## config.mk

```make
export PLATFORM = sky130hd
export DESIGN_NAME = joystick_axis_conditioner
export DESIGN_NICKNAME = d
export VERILOG_FILES = /design/src/rtl/jac_pkg.sv /design/src/rtl/jac_cfg.sv /design/src/rtl/jac_front.sv /design/src/rtl/jac_queue.sv /design/src/rtl/jac_back.sv /design/src/rtl/joystick_axis_conditioner.sv
export VERILOG_INCLUDE_DIRS = /design/src /design/src/rtl
export SDC_FILE = /design/constraint.sdc
export NUM_CORES = 2
export LEC_CHECK = 0
export ABC_AREA = 1
export BUFFER_PORTS_ARGS = -buffer_cell sky130_fd_sc_hd__buf_2
export CAP_MARGIN = 20
export CORE_ASPECT_RATIO = 1.75
export CORE_MARGIN = 5
export CORE_UTILIZATION = 55
export DETAILED_ROUTE_END_ITERATION = 10
export PLACE_DENSITY_LB_ADDON = 0.12
export SLEW_MARGIN = 20
export SYNTH_ARGS = -nofsm -noshare
export SYNTH_HDL_FRONTEND = slang
export SYNTH_SLANG_ARGS = --single-unit
```

## constraint.sdc

```tcl
create_clock -name clk -period 6.35 [get_ports clk]
set_input_delay 0.3175 -clock clk [delete_from_list [all_inputs] [get_ports clk]]
set_output_delay 0.3175 -clock clk [all_outputs]
set_load 0.1 [all_outputs]
```

## src/rtl/joystick_axis_conditioner_macros.svh

```systemverilog
// assertion macros shared by the joystick axis conditioner rtl
`ifndef JOYSTICK_AXIS_CONDITIONER_MACROS_SVH
`define JOYSTICK_AXIS_CONDITIONER_MACROS_SVH

// same-cycle implication, sampled on clk, off while rst_n is low
`define JAC_ASSERT_IMPL(name, ante, cons, msg) \
    name: assert property (@(posedge clk) disable iff (!rst_n) (ante) |-> (cons)) \
        else $error(msg);

// next-cycle implication, sampled on clk, off while rst_n is low
`define JAC_ASSERT_NEXT(name, ante, cons, msg) \
    name: assert property (@(posedge clk) disable iff (!rst_n) (ante) |=> (cons)) \
        else $error(msg);

`endif

```

## src/rtl/jac_pkg.sv

```systemverilog
// shared constants and types of the joystick axis conditioner
`default_nettype none
package jac_pkg;

    localparam int ADDR_W   = 5;
    localparam int IDX_W    = 3;
    localparam int SMOOTH_W = 17;
    localparam int CENTER_W = 12;
    localparam int STOP_W   = 13;
    localparam int BAND_W   = 12;

    localparam logic [SMOOTH_W-1:0] ONE_Q16 = 17'd65536;

    // register indexes (byte address = 4 * index)
    localparam logic [IDX_W-1:0] REG_SMOOTH = 3'd0;
    localparam logic [IDX_W-1:0] REG_CENTER = 3'd1;
    localparam logic [IDX_W-1:0] REG_LOWER  = 3'd2;
    localparam logic [IDX_W-1:0] REG_UPPER  = 3'd3;
    localparam logic [IDX_W-1:0] REG_BAND   = 3'd4;

    localparam logic [SMOOTH_W-1:0] SMOOTH_RESET = 17'd6554;
    localparam logic [CENTER_W-1:0] CENTER_RESET = 12'd2048;
    localparam logic [STOP_W-1:0]   LOWER_RESET  = 13'd68;
    localparam logic [STOP_W-1:0]   UPPER_RESET  = 13'd4098;
    localparam logic [BAND_W-1:0]   BAND_RESET   = 12'd30;

    typedef struct packed {
        logic [SMOOTH_W-1:0] smoothing_factor;
        logic [CENTER_W-1:0] center_point;
        logic [STOP_W-1:0]   lower_stop;
        logic [STOP_W-1:0]   upper_stop;
        logic [BAND_W-1:0]   dead_band;
    } cfg_t;

    // how the back end finishes a sample
    typedef enum logic [1:0] {
        KIND_BAND,
        KIND_CENTER,
        KIND_BELOW,
        KIND_ABOVE
    } kind_t;

endpackage
`default_nettype wire

```

## src/rtl/jac_cfg.sv

```systemverilog
// apb register bank of the joystick axis conditioner
`default_nettype none
module jac_cfg (
    input  logic                        clk,
    input  logic                        rst_n,
    input  logic                        psel,
    input  logic                        penable,
    input  logic                        pwrite,
    input  logic [jac_pkg::ADDR_W-1:0]  paddr,
    input  logic [31:0]                 pwdata,
    output logic [31:0]                 prdata,
    output logic                        pready,
    output jac_pkg::cfg_t               cfg
);

    jac_pkg::cfg_t                  cfg_reg;
    logic                           wr_en;
    logic [jac_pkg::IDX_W-1:0]      idx;

    assign pready = 1'b1;
    assign wr_en  = psel && penable && pwrite && pready;
    assign idx    = paddr[jac_pkg::ADDR_W-1:2];
    assign cfg    = cfg_reg;

    always_ff @(posedge clk or negedge rst_n)
    begin
        if (!rst_n)
        begin
            cfg_reg.smoothing_factor <= jac_pkg::SMOOTH_RESET;
            cfg_reg.center_point     <= jac_pkg::CENTER_RESET;
            cfg_reg.lower_stop       <= jac_pkg::LOWER_RESET;
            cfg_reg.upper_stop       <= jac_pkg::UPPER_RESET;
            cfg_reg.dead_band        <= jac_pkg::BAND_RESET;
        end
        else if (wr_en)
        begin
            case (idx)
                jac_pkg::REG_SMOOTH: cfg_reg.smoothing_factor <= pwdata[16:0];
                jac_pkg::REG_CENTER: cfg_reg.center_point     <= pwdata[11:0];
                jac_pkg::REG_LOWER:  cfg_reg.lower_stop       <= pwdata[12:0];
                jac_pkg::REG_UPPER:  cfg_reg.upper_stop       <= pwdata[12:0];
                jac_pkg::REG_BAND:   cfg_reg.dead_band        <= pwdata[11:0];
                default: ;
            endcase
        end
    end

    always_comb
    begin
        case (idx)
            jac_pkg::REG_SMOOTH: prdata = {15'd0, cfg_reg.smoothing_factor};
            jac_pkg::REG_CENTER: prdata = {20'd0, cfg_reg.center_point};
            jac_pkg::REG_LOWER:  prdata = {19'd0, cfg_reg.lower_stop};
            jac_pkg::REG_UPPER:  prdata = {19'd0, cfg_reg.upper_stop};
            jac_pkg::REG_BAND:   prdata = {20'd0, cfg_reg.dead_band};
            default:             prdata = 32'd0;
        endcase
    end

endmodule
`default_nettype wire

```

## src/rtl/jac_front.sv

```systemverilog
// front end: sample intake, exponential filter and remap classification
`default_nettype none
module jac_front #(
    parameter int  SAMPLE_BITS = 12,
    parameter int  IN_W        = 16,
    parameter type cmd_t       = logic
) (
    input  logic                clk,
    input  logic                rst_n,
    input  logic                s_tvalid,
    output logic                s_tready,
    input  logic [IN_W-1:0]     s_tdata,
    input  jac_pkg::cfg_t       cfg,
    output cmd_t                cmd,
    output logic                push,
    input  logic                full
);

    localparam int DW     = (SAMPLE_BITS > jac_pkg::CENTER_W) ? SAMPLE_BITS : jac_pkg::CENTER_W;
    localparam int DEN_W  = DW + 1;
    localparam int NUM_W  = 2 * DW;
    localparam int PROD_W = SAMPLE_BITS + 19;
    localparam int ACC_W  = SAMPLE_BITS + 20;
    localparam logic [SAMPLE_BITS-1:0] FULL   = {SAMPLE_BITS{1'b1}};
    localparam logic [DW-1:0]          FULL_X = DW'(FULL);

    typedef enum logic [2:0] {
        F_IDLE,
        F_MUL,
        F_ACC,
        F_CLASS,
        F_PUSH
    } state_t;

    state_t                         state_reg;
    logic [SAMPLE_BITS-1:0]         raw_reg;
    logic [SAMPLE_BITS-1:0]         filt_reg;
    logic [SAMPLE_BITS-1:0]         filt_next;
    logic                           primed_reg;
    logic signed [PROD_W-1:0]       prod_reg;
    logic signed [PROD_W-1:0]       prod_next;
    cmd_t                           cmd_reg;
    cmd_t                           cmd_next;

    logic [jac_pkg::SMOOTH_W-1:0]   a_sat;
    logic signed [SAMPLE_BITS:0]    diff;
    logic signed [ACC_W-1:0]        acc;

    logic [DW-1:0]                  s_x;
    logic [DW-1:0]                  c_x;
    logic [DW-1:0]                  distance;
    logic [DW-1:0]                  span;
    logic [DW-1:0]                  op_b;
    logic [DEN_W-1:0]               c_w;
    logic [DEN_W-1:0]               lo_w;
    logic [DEN_W-1:0]               hi_w;
    logic                           below;
    logic                           in_band;

    assign s_tready = (state_reg == F_IDLE);
    assign push     = (state_reg == F_PUSH) && !full;
    assign cmd      = cmd_reg;

    // filter: f + a*(raw - f) / 2^16, one multiply then one add
    assign a_sat     = (cfg.smoothing_factor > jac_pkg::ONE_Q16) ? jac_pkg::ONE_Q16
                                                                 : cfg.smoothing_factor;
    assign diff      = $signed({1'b0, raw_reg}) - $signed({1'b0, filt_reg});
    assign prod_next = $signed({1'b0, a_sat}) * diff;
    assign acc       = $signed({4'd0, filt_reg, 16'd0}) + $signed({prod_reg[PROD_W-1], prod_reg});

    always_comb
    begin
        if (acc[ACC_W-1])
            filt_next = '0;
        else if (|acc[ACC_W-2:SAMPLE_BITS+16])
            filt_next = FULL;
        else
            filt_next = acc[SAMPLE_BITS+15:16];
    end

    // classification of the filtered sample against centre, band and stops
    assign s_x      = DW'(filt_reg);
    assign c_x      = DW'(cfg.center_point);
    assign c_w      = DEN_W'(cfg.center_point);
    assign lo_w     = DEN_W'(cfg.lower_stop);
    assign hi_w     = DEN_W'(cfg.upper_stop);
    assign below    = (s_x < c_x);
    assign distance = below ? (c_x - s_x) : (s_x - c_x);
    assign in_band  = (distance <= DW'(cfg.dead_band));
    assign span     = (c_x <= FULL_X) ? (FULL_X - c_x) : '0;
    assign op_b     = below ? c_x : span;

    always_comb
    begin
        cmd_next          = cmd_reg;
        cmd_next.smoothed = filt_reg;
        cmd_next.center   = c_x;
        cmd_next.num      = NUM_W'(distance) * NUM_W'(op_b);
        cmd_next.den      = below ? (c_w - lo_w) : (hi_w - c_w);
        if (in_band)
            cmd_next.kind = jac_pkg::KIND_BAND;
        else if (below)
            cmd_next.kind = (lo_w >= c_w) ? jac_pkg::KIND_CENTER : jac_pkg::KIND_BELOW;
        else
            cmd_next.kind = (hi_w <= c_w) ? jac_pkg::KIND_CENTER : jac_pkg::KIND_ABOVE;
    end

    always_ff @(posedge clk or negedge rst_n)
    begin
        if (!rst_n)
        begin
            state_reg  <= F_IDLE;
            filt_reg   <= '0;
            primed_reg <= 1'b0;
        end
        else
        begin
            case (state_reg)
                F_IDLE:
                begin
                    if (s_tvalid)
                    begin
                        raw_reg   <= s_tdata[SAMPLE_BITS-1:0];
                        state_reg <= F_MUL;
                    end
                end
                F_MUL:
                begin
                    if (!primed_reg)
                    begin
                        filt_reg   <= raw_reg;
                        primed_reg <= 1'b1;
                        state_reg  <= F_CLASS;
                    end
                    else
                    begin
                        prod_reg  <= prod_next;
                        state_reg <= F_ACC;
                    end
                end
                F_ACC:
                begin
                    filt_reg  <= filt_next;
                    state_reg <= F_CLASS;
                end
                F_CLASS:
                begin
                    cmd_reg   <= cmd_next;
                    state_reg <= F_PUSH;
                end
                F_PUSH:
                begin
                    if (!full)
                        state_reg <= F_IDLE;
                end
                default: state_reg <= F_IDLE;
            endcase
        end
    end

endmodule
`default_nettype wire

```

## src/rtl/jac_queue.sv

```systemverilog
// small fifo between the front and back ends
`default_nettype none
module jac_queue #(
    parameter type entry_t = logic,
    parameter int  DEPTH   = 2
) (
    input  logic    clk,
    input  logic    rst_n,
    input  logic    push,
    input  entry_t  push_data,
    input  logic    pop,
    output entry_t  pop_data,
    output logic    full,
    output logic    empty
);

    localparam int PTR_W = (DEPTH > 1) ? $clog2(DEPTH) : 1;
    localparam int CNT_W = $clog2(DEPTH + 1);

    entry_t             mem_reg [DEPTH];
    logic [PTR_W-1:0]   wr_ptr_reg;
    logic [PTR_W-1:0]   rd_ptr_reg;
    logic [CNT_W-1:0]   count_reg;

    assign full     = (count_reg == CNT_W'(DEPTH));
    assign empty    = (count_reg == '0);
    assign pop_data = mem_reg[rd_ptr_reg];

    always_ff @(posedge clk)
    begin
        if (push)
            mem_reg[wr_ptr_reg] <= push_data;
    end

    always_ff @(posedge clk or negedge rst_n)
    begin
        if (!rst_n)
        begin
            wr_ptr_reg <= '0;
            rd_ptr_reg <= '0;
            count_reg  <= '0;
        end
        else
        begin
            if (push)
                wr_ptr_reg <= (wr_ptr_reg == PTR_W'(DEPTH - 1)) ? '0 : wr_ptr_reg + 1'b1;
            if (pop)
                rd_ptr_reg <= (rd_ptr_reg == PTR_W'(DEPTH - 1)) ? '0 : rd_ptr_reg + 1'b1;
            if (push && !pop)
                count_reg <= count_reg + 1'b1;
            else if (pop && !push)
                count_reg <= count_reg - 1'b1;
        end
    end

endmodule
`default_nettype wire

```

## src/rtl/jac_back.sv

```systemverilog
// back end: serial divider, final remap and output register
`default_nettype none
module jac_back #(
    parameter int  SAMPLE_BITS = 12,
    parameter int  OUT_W       = 24,
    parameter type cmd_t       = logic
) (
    input  logic                clk,
    input  logic                rst_n,
    output logic                pop,
    input  logic                empty,
    input  cmd_t                cmd,
    output logic                m_tvalid,
    input  logic                m_tready,
    output logic [OUT_W-1:0]    m_tdata,
    output logic                m_tuser
);

    localparam int DW      = (SAMPLE_BITS > jac_pkg::CENTER_W) ? SAMPLE_BITS : jac_pkg::CENTER_W;
    localparam int DEN_W   = DW + 1;
    localparam int TRIAL_W = DEN_W + 1;
    localparam int NUM_W   = 2 * DW;
    localparam int CNT_W   = $clog2(DW);
    localparam logic [SAMPLE_BITS-1:0] FULL = {SAMPLE_BITS{1'b1}};

    typedef enum logic [1:0] {
        B_IDLE,
        B_DIV,
        B_DONE
    } state_t;

    state_t                     state_reg;
    cmd_t                       cur_reg;
    logic [DEN_W-1:0]           rem_reg;
    logic [DEN_W-1:0]           rem_next;
    logic [DW-1:0]              quot_reg;
    logic [DW-1:0]              quot_next;
    logic                       ovf_reg;
    logic [CNT_W-1:0]           cnt_reg;
    logic                       m_tvalid_reg;
    logic [SAMPLE_BITS-1:0]     axis_reg;
    logic [SAMPLE_BITS-1:0]     axis_next;
    logic [SAMPLE_BITS-1:0]     smooth_reg;
    logic                       band_reg;

    logic [DW-1:0]              hi_part;
    logic                       ovf_in;
    logic                       needs_div;
    logic [TRIAL_W-1:0]         trial;
    logic [TRIAL_W-1:0]         trial_sub;
    logic                       ge;
    logic [DW:0]                sum;
    logic                       out_load;

    assign pop      = (state_reg == B_IDLE) && !empty;
    assign m_tvalid = m_tvalid_reg;
    assign m_tdata  = OUT_W'({smooth_reg, axis_reg});
    assign m_tuser  = band_reg;

    // output register takes a new result when empty or being drained this cycle
    assign out_load = (state_reg == B_DONE) && (!m_tvalid_reg || m_tready);

    // quotient of 2^DW or more saturates either way, so only DW steps remain
    assign hi_part   = cmd.num[NUM_W-1:DW];
    assign ovf_in    = (DEN_W'(hi_part) >= cmd.den);
    assign needs_div = ((cmd.kind == jac_pkg::KIND_BELOW) || (cmd.kind == jac_pkg::KIND_ABOVE))
                       && !ovf_in;

    // one restoring step per cycle
    assign trial     = {rem_reg, quot_reg[DW-1]};
    assign ge        = (trial >= TRIAL_W'(cur_reg.den));
    assign trial_sub = trial - TRIAL_W'(cur_reg.den);
    assign rem_next  = ge ? trial_sub[DEN_W-1:0] : trial[DEN_W-1:0];
    assign quot_next = {quot_reg[DW-2:0], ge};

    assign sum = {1'b0, cur_reg.center} + {1'b0, quot_reg};

    always_comb
    begin
        case (cur_reg.kind)
            jac_pkg::KIND_BELOW:
            begin
                if (ovf_reg || (quot_reg >= cur_reg.center))
                    axis_next = '0;
                else
                    axis_next = SAMPLE_BITS'(cur_reg.center - quot_reg);
            end
            jac_pkg::KIND_ABOVE:
            begin
                if (ovf_reg || (sum > (DW + 1)'(FULL)))
                    axis_next = FULL;
                else
                    axis_next = sum[SAMPLE_BITS-1:0];
            end
            default: axis_next = cur_reg.center[SAMPLE_BITS-1:0];
        endcase
    end

    always_ff @(posedge clk or negedge rst_n)
    begin
        if (!rst_n)
        begin
            state_reg    <= B_IDLE;
            m_tvalid_reg <= 1'b0;
        end
        else
        begin
            if (out_load)
                m_tvalid_reg <= 1'b1;
            else if (m_tvalid_reg && m_tready)
                m_tvalid_reg <= 1'b0;
            case (state_reg)
                B_IDLE:
                begin
                    if (!empty)
                    begin
                        cur_reg   <= cmd;
                        ovf_reg   <= ovf_in;
                        rem_reg   <= DEN_W'(hi_part);
                        quot_reg  <= cmd.num[DW-1:0];
                        cnt_reg   <= CNT_W'(DW - 1);
                        state_reg <= needs_div ? B_DIV : B_DONE;
                    end
                end
                B_DIV:
                begin
                    rem_reg  <= rem_next;
                    quot_reg <= quot_next;
                    if (cnt_reg == '0)
                        state_reg <= B_DONE;
                    else
                        cnt_reg <= cnt_reg - 1'b1;
                end
                B_DONE:
                begin
                    if (out_load)
                    begin
                        axis_reg   <= axis_next;
                        smooth_reg <= cur_reg.smoothed;
                        band_reg   <= (cur_reg.kind == jac_pkg::KIND_BAND);
                        state_reg  <= B_IDLE;
                    end
                end
                default: state_reg <= B_IDLE;
            endcase
        end
    end

endmodule
`default_nettype wire

```

## src/rtl/joystick_axis_conditioner.sv

```systemverilog
// top level of the joystick axis conditioner: one axis, filter then remap
// the divider runs only for results below or above the centre, not for centre, dead band
//   and saturated results; the first sample skips the filter update, which primes the filter
// the radix-2 divider in the back end limits the sample rate when it runs, the front end
//   otherwise; the front end takes no new sample until the last one is pushed to the queue
// reset: asynchronous, active low; state and configuration registers take their reset values, filter unprimed
`default_nettype none
`include "joystick_axis_conditioner_macros.svh"
module joystick_axis_conditioner #(
    parameter int SAMPLE_BITS = 12,
    parameter int QUEUE_DEPTH = 2
) (
    input  logic                            clk,
    input  logic                            rst_n,
    // sample input
    input  logic                            s_tvalid,
    output logic                            s_tready,
    input  logic [((SAMPLE_BITS+7)/8)*8-1:0] s_tdata,     // raw_sample, zero padding
    // result output
    output logic                            m_tvalid,
    input  logic                            m_tready,
    output logic [((2*SAMPLE_BITS+7)/8)*8-1:0] m_tdata,   // axis_value, smoothed_sample, padding
    output logic                            m_tuser,     // in_dead_band
    // configuration
    input  logic                            psel,
    input  logic                            penable,
    input  logic                            pwrite,
    input  logic [jac_pkg::ADDR_W-1:0]      paddr,
    input  logic [31:0]                     pwdata,
    output logic [31:0]                     prdata,
    output logic                            pready
);

    localparam int IN_W  = ((SAMPLE_BITS + 7) / 8) * 8;
    localparam int OUT_W = ((2 * SAMPLE_BITS + 7) / 8) * 8;
    localparam int DW    = (SAMPLE_BITS > jac_pkg::CENTER_W) ? SAMPLE_BITS : jac_pkg::CENTER_W;
    localparam int NUM_W = 2 * DW;

    // work item handed from the front end to the back end
    typedef struct packed {
        jac_pkg::kind_t             kind;       // how the result is finished
        logic [SAMPLE_BITS-1:0]     smoothed;   // filter value after this sample
        logic [DW-1:0]              center;     // centre point at classification time
        logic [NUM_W-1:0]           num;        // distance times target span
        logic [DW:0]                den;        // distance from centre to the stop
    } cmd_t;

    jac_pkg::cfg_t  cfg;
    cmd_t           q_in;
    cmd_t           q_out;
    logic           q_push;
    logic           q_pop;
    logic           q_full;
    logic           q_empty;

    // register bank; the user must write only while the datapath is idle, the block does not enforce it
    jac_cfg u_cfg (
        .clk     (clk),
        .rst_n   (rst_n),
        .psel    (psel),
        .penable (penable),
        .pwrite  (pwrite),
        .paddr   (paddr),
        .pwdata  (pwdata),
        .prdata  (prdata),
        .pready  (pready),
        .cfg     (cfg)
    );

    // front end: takes a sample, runs the filter, sorts out the remap case
    jac_front #(
        .SAMPLE_BITS (SAMPLE_BITS),
        .IN_W        (IN_W),
        .cmd_t       (cmd_t)
    ) u_front (
        .clk      (clk),
        .rst_n    (rst_n),
        .s_tvalid (s_tvalid),
        .s_tready (s_tready),
        .s_tdata  (s_tdata),
        .cfg      (cfg),
        .cmd      (q_in),
        .push     (q_push),
        .full     (q_full)
    );

    // decouples the filter from the divider so each side can stall alone
    jac_queue #(
        .entry_t (cmd_t),
        .DEPTH   (QUEUE_DEPTH)
    ) u_queue (
        .clk       (clk),
        .rst_n     (rst_n),
        .push      (q_push),
        .push_data (q_in),
        .pop       (q_pop),
        .pop_data  (q_out),
        .full      (q_full),
        .empty     (q_empty)
    );

    // back end: serial division, clamp and the output register
    jac_back #(
        .SAMPLE_BITS (SAMPLE_BITS),
        .OUT_W       (OUT_W),
        .cmd_t       (cmd_t)
    ) u_back (
        .clk      (clk),
        .rst_n    (rst_n),
        .pop      (q_pop),
        .empty    (q_empty),
        .cmd      (q_out),
        .m_tvalid (m_tvalid),
        .m_tready (m_tready),
        .m_tdata  (m_tdata),
        .m_tuser  (m_tuser)
    );

    // front end works on one sample at a time
    `JAC_ASSERT_NEXT(a_front_busy_after_take, s_tvalid && s_tready, !s_tready, "front end took a second sample while busy")
    // queue never overfills or underflows
    `JAC_ASSERT_IMPL(a_no_push_when_full, q_push, !q_full, "push into a full queue")
    `JAC_ASSERT_IMPL(a_no_pop_when_empty, q_pop, !q_empty, "pop from an empty queue")

endmodule
`default_nettype wire
```

After elaboration in Yosys (flattened, before gate mapping)
Memory sizes are Yosys's and may differ from the RTL's.
Cells that the tools add are included.
{"block": "op_classes", "add_sub_neg": 15, "mul": 2, "n_div": 0, "order_cmp": 10, "n_eq_ne": 22, "shifts": 0, "mux": 41, "n_bitwise": 1, "n_reduce_logical": 45}
{"op": "12-bit two-way mux", "n": 9}
{"op": "17-bit case mux with 5 select lines", "n": 1}
{"op": "12-bit case mux with 2 select lines", "n": 3}
{"op": "13-bit two-way mux", "n": 3}
{"op": "12-bit subtractor", "n": 3}
{"op": "29-bit by 31-bit adder with 32-bit output", "n": 1}
{"op": "18-bit by 13-bit multiplier with 31-bit output", "n": 1}
{"op": "13-bit case mux with 2 select lines", "n": 1}
{"op": "12-bit by 12-bit multiplier with 24-bit output", "n": 1}
{"op": "2-bit two-way mux", "n": 9}
{"op": "3-bit AND reduction", "n": 6}
{"op": "17-bit greater-than comparator (second input constant)", "n": 1}
{"op": "17-bit two-way mux", "n": 1}
{"op": "2-bit AND reduction", "n": 8}
{"op": "3-bit case mux with 5 select lines", "n": 1}
{"op": "14-bit by 13-bit greater-or-equal comparator with 1-bit output", "n": 1}
{"op": "12-bit by 12-bit adder with 13-bit output", "n": 1}
{"op": "12-bit by 13-bit greater-or-equal comparator with 1-bit output", "n": 1}
{"op": "13-bit by 12-bit greater-or-equal comparator with 1-bit output", "n": 1}
{"op": "13-bit by 12-bit greater-than comparator with 1-bit output (second input constant)", "n": 1}
{"op": "13-bit by 12-bit <= comparator with 1-bit output", "n": 1}
{"op": "12-bit by 12-bit subtractor with 13-bit output", "n": 1}
{"op": "12-bit by 13-bit subtractor with 13-bit output", "n": 1}
{"op": "13-bit by 12-bit subtractor with 13-bit output", "n": 1}
{"op": "other kinds (32)", "n": 78}
{"block": "word_totals", "reg_bits": 290, "latchBits": 0, "ram_bits": 126, "mem_bits_ro": 0, "input_bits": 60, "out_inout_bits": 60, "word_cells": 168, "n_memories": 1}
{"name": "u_queue.mem_reg", "words": 2, "width": 63, "read_ports": 1, "rd_clocked_by_memory_dff": 0, "write_ports": 1, "line": "jac_queue.sv:20", "source": "entry_t mem_reg [DEPTH];"}

Longest topological paths before layout
{"block": "depth", "ltp_word": 7, "depth_mapped": 36, "depth_no_buf": 36}

Modules after synthesis
A second synthesis with hierarchy kept.
{"block": "unflattened", "cells_unflattened": 3813, "area_unflattened_um2": 34352.9}
{"module": "jac_front", "instances": 1, "cells_per_inst": 2391, "area_each_um2": 19622.6, "seq_area_each_um2": 3103.0}
{"module": "jac_back", "instances": 1, "cells_per_inst": 782, "area_each_um2": 6374.9, "seq_area_each_um2": 2897.8}
{"module": "jac_queue", "instances": 1, "cells_per_inst": 221, "area_each_um2": 5052.3, "seq_area_each_um2": 3883.7}
{"module": "jac_cfg", "instances": 1, "cells_per_inst": 419, "area_each_um2": 3303.2, "seq_area_each_um2": 1696.6}

Worst setup path after synthesis
No wires, ideal clock.
{"block": "synth_timing", "kind": "register to register", "start": "reg u_cfg.cfg_reg (netlist bit u_cfg.cfg[39])", "end": "reg u_front.cmd_reg (netlist bit u_front.cmd[34]) (data pin)", "setup_time_ns": 0.259, "arrival_time_ns": 6.445, "required_time_ns": 6.091, "setup_slack_ns": -0.354, "path_stages_with_launch": 32, "synth_period_minus_slack_ns": 6.704, "path_cell_list": "dfrtp_1 -> inv_1 -> fa_1 -> inv_1 -> o21ai_2 -> nand3_2 -> nand3_2 -> buf_12 -> buf_12 -> o21ai_1 -> nand2_2 -> inv_2 -> nand2_1 -> fa_1 -> inv_1 -> fa_1 -> inv_1 -> fa_1 -> inv_1 -> fa_1 -> inv_1 -> fa_1 -> inv_1 -> ha_1 -> a21oi_1 -> o21a_1 -> nand2_1 -> a31oi_1 -> o21bai_1 -> nand3_1 -> nand2_1 -> xor2_1"}
{"element": "start, declared", "line": "jac_cfg.sv:16", "source": "jac_pkg::cfg_t cfg_reg;"}
{"element": "end signal, assigned", "line": "jac_front.sv:148", "source": "cmd_reg <= cmd_next;"}
{"element": "end, declared", "line": "jac_front.sv:42", "source": "cmd_t cmd_reg;"}

Worst setup path in the final report
{"block": "layout_timing", "start": "reg u_front.raw_reg[4]", "end": "reg u_front.prod_reg[23] (data pin)"}
{"block": "layout_between", "elab_chain_len": 2}
{"element": "start, declared", "line": "jac_front.sv:36", "source": "logic [SAMPLE_BITS-1:0] raw_reg;"}
{"element": "start signal, assigned", "line": "jac_front.sv:123", "source": "raw_reg <= s_tdata[SAMPLE_BITS-1:0];"}
{"element": "12-bit by 12-bit subtractor with 13-bit output", "line": "jac_front.sv:67", "source": "assign diff = $signed({1'b0, raw_reg}) - $signed({1'b0, filt_reg});"}
{"element": "18-bit by 13-bit multiplier with 31-bit output", "line": "jac_front.sv:68", "source": "assign prod_next = $signed({1'b0, a_sat}) * diff;"}
{"element": "via u_front.prod_next[23]", "line": "jac_front.sv:41", "source": "logic signed [PROD_W-1:0] prod_next;"}
{"element": "end signal, assigned", "line": "jac_front.sv:137", "source": "prod_reg <= prod_next;"}
{"element": "end, declared", "line": "jac_front.sv:40", "source": "logic signed [PROD_W-1:0] prod_reg;"}
The timed path passes the listed nets, and every way through them passes these cells.
A chain may end at the register's enable or synchronous reset.

==> out/results.ini <==
[floorplan]
die_x_um = 196
row_count = 119
fp.dieArea_um2 = 65400
die_h_um = 335
start_util = 0.552
pin_count = 120
core_area_um2 = 60000

[placement]
port_buffers = 82
dp_cells = 4850
dp_hpwl_um = 85800
gp_congestion = 1.00
place_ws_ns = -0.457

[finish]
final_common_cell = nand2_1
area_delta_synth_final_pct = 25.0
largest_register_ffs = 126
layout.cells.non_filler = 4993
layout_common_cells = nand2_1 (728), inv_1 (551), buf_4 (415), edfxtp_1 (310), nor2_1 (268)
num_antenna_cells = 0
final_layout_size_suffix_gt1_frac = 0.256
nets = 4803
post-route-util = 0.690

[clock_tree]
numClockSinks = 400
worstSkewPairLatency_ns = 0.58
clk_pin_slew_ns = 0.07
tritoncts = built
htree_levels = 2
clk_path_buf_depth = 3
numCtsBuffers = 39
cts_root_buf = clkbuf_16

[detailed_routing]
drc = 0
ant_nets = 0
vias = 27200
vias_per_cell = 5.45
first_pass_iters = 6
drtIter0Drc = 1364
routed_wl_um = 105000
routedWlPerCell_um = 21.0

[timing]
whs_ns = 0.0226
timing.final.crit_share = 1.03
fin_skew_ns = 0.0167
worst_pin_slew_ns = 0.996
slew_headroom = 0.332
fmax_mhz = 153
worst_slack_ns = -0.194
slew_violations = 0
setup_viol = 23
rsz0062_at_grt = true
final_hold_viol_count = 0
period_minus_slack_ns = 6.54

[yosys]
ys_warn_count = 0
syn_avg_cell_area_um2 = 9.10
ys_seq_area_frac = 0.350
syn_area_um2 = 33100
ys_dominant_reg_cell = edfxtp_1
ys_async_sr_fraction = 0.225
synth_edf_count = 310
ys_ff_latch = 400
netlist-cell-type-count = 59
syn_inst = 3642

[grt]
use_met3 = 0.0274
antenna_found_initial = 1
met1_usage = 0.277
grt_pass1_vias = 28800
grt_pass1_wl_um = 159000
grt.overflow.total = 0
met2_usage = 0.633
grt_max_degree = 64
grt_use_total = 0.319
grt-busiest-layer = met2

[min_path]
hp-class = input port to register

[status]
status = complete, but fails checks
violations = negative setup slack

[setup_path]
cp_max_fo = 6
critPathKind = register to register
slowest_stage = fa_1
crit_path_frequent_cell = fa_1
critPathCaptureType = register
critPathRequiredTime_ns = 6.68
critPathMaxStageDelay_ns = 0.55
cp.arrival_ns = 6.88
startpoint_type = register

[flow_run]
cap_violations = 0

## cells in the mapped netlist, types with 4 or more instances
library cell / instances / area share
nand4_1: 19 / 0.0036
o211ai_1: 17 / 0.0039
a31oi_1: 15 / 0.0028
o21ai_1: 8 / 0.0012
inv_2: 15 / 0.0017
nand3_2: 4 / 0.0012
nor4_1: 6 / 0.0011
ha_1: 294 / 0.11
o21ai_0: 179 / 0.027
dfstp_2: 16 / 0.013
a21o_1: 12 / 0.0027
xor2_4: 8 / 0.0066
inv_1: 604 / 0.068
xor2_1: 81 / 0.021
a221oi_1: 14 / 0.0037
dfrtp_1: 74 / 0.056
or2_2: 29 / 0.0055
clkinv_1: 8 / 0.00091
o21a_1: 11 / 0.0025
nand3_1: 77 / 0.012
xnor2_1: 25 / 0.0066
nor3_1: 36 / 0.0054
nand2_2: 9 / 0.0017
nor2_2: 4 / 0.00076
clkbuf_1: 53 / 0.0060
a22oi_1: 13 / 0.0029
o221ai_1: 5 / 0.0013
xor2_2: 4 / 0.0020
fa_1: 273 / 0.16
nand2_1: 802 / 0.091
nor2_1: 308 / 0.035
buf_4: 19 / 0.0043
a211oi_1: 5 / 0.0011
edfxtp_1: 310 / 0.28
o21bai_1: 20 / 0.0045
buf_6: 4 / 0.0014
o2111ai_1: 4 / 0.0011
a21oi_1: 203 / 0.031
buf_2: 18 / 0.0027
## layer usage
metal / part of all wire / routed length, µm
met2: 0.56 / 58800
met3: 0.031 / 3250
met1: 0.29 / 30900
met5: 0 / 0
met4: 0.11 / 12100
## worst paths after layout
check | start | to | slack [ns] | cells after the start
worst max-delay path | u_front.raw_reg[4]$_DFFE_PP_ | u_front.prod_reg[23]$_DFFE_PP_ | -0.19 | 31
max in group asynchronous | rst_n | u_cfg.cfg[13]$_DFFE_PN1P_ | 4.71 | 4
worst min register to register | u_back.cur_reg[56]$_DFFE_PP_ | u_back.smooth_reg[7]$_DFFE_PP_ | 0.42 | 0
min in group asynchronous | rst_n | u_front.filt_reg[11]$_DFFE_PN0P_ | 0.28 | 2
worst max register to register | u_front.raw_reg[4]$_DFFE_PP_ | u_front.prod_reg[23]$_DFFE_PP_ | -0.19 | 31
worst min-delay path | pwdata[16] | u_cfg.cfg[66]$_DFFE_PN0P_ | 0.02 | 3
## final cells by class
| cell class | count | area [µm²] |
|---|---|---|
| Tap cell | 786 | 983 |
| Clock buffer | 43 | 991 |
| Fill cell | 4824 | 18600 |
| Multi-Input combinational cell | 2533 | 20600 |
| Inverter | 627 | 2380 |
| Sequential cell | 400 | 11600 |
| Clock inverter | 29 | 312 |
| Timing Repair Buffer | 575 | 4550 |
## stage by stage
stage,cell area (µm²),setup TNS (ns)
final,41400,-2.37
after global routing,41400,-7.27
after CTS,40500,-1.78
after detailed placement,37500,-9.59
after global placement,37500,-8.10
after floorplan,33300,-0.0160
## critical path, delay by kind of cell, from the launching register on
kind                       cells  cell delay (ns)
buffers and inverters          6             0.50
adders and majority gates      8             3.35
and+or+nand+nor               13             1.38
AOI/OAI and AO/OA              4             0.51
DFF                            1             0.51
## timing repair
action / 4_1_cts / 5_1_grt
pin swaps: 136 / 121
endpoints found under the setup margin: 28 / 28
cloned: 1 / 0
endpoints found under the hold margin: 40 / 0
resized for setup: 273 / 203
buffers inserted: 36 / 21
hold buffers: 17 / 0
## logic make-up (layout without fill, tap and decap cells)
family,count (synthesis),after routing,synth area share
AND/OR/NAND/NOR,1301,1301,0.158
buffers and inverters,723,1274,0.0866
adder cells (fa/ha/maj),567,567,0.276
AO/OA/AOI/OAI,529,529,0.0919
flip-flops,400,400,0.350
XOR/XNOR,118,118,0.0366
other,2,16,0.000227
multiplexers,2,2,0.000604
Power is not shown: default switching activity piles up to over one toggle a cycle in this logic, so the estimate is an artifact.
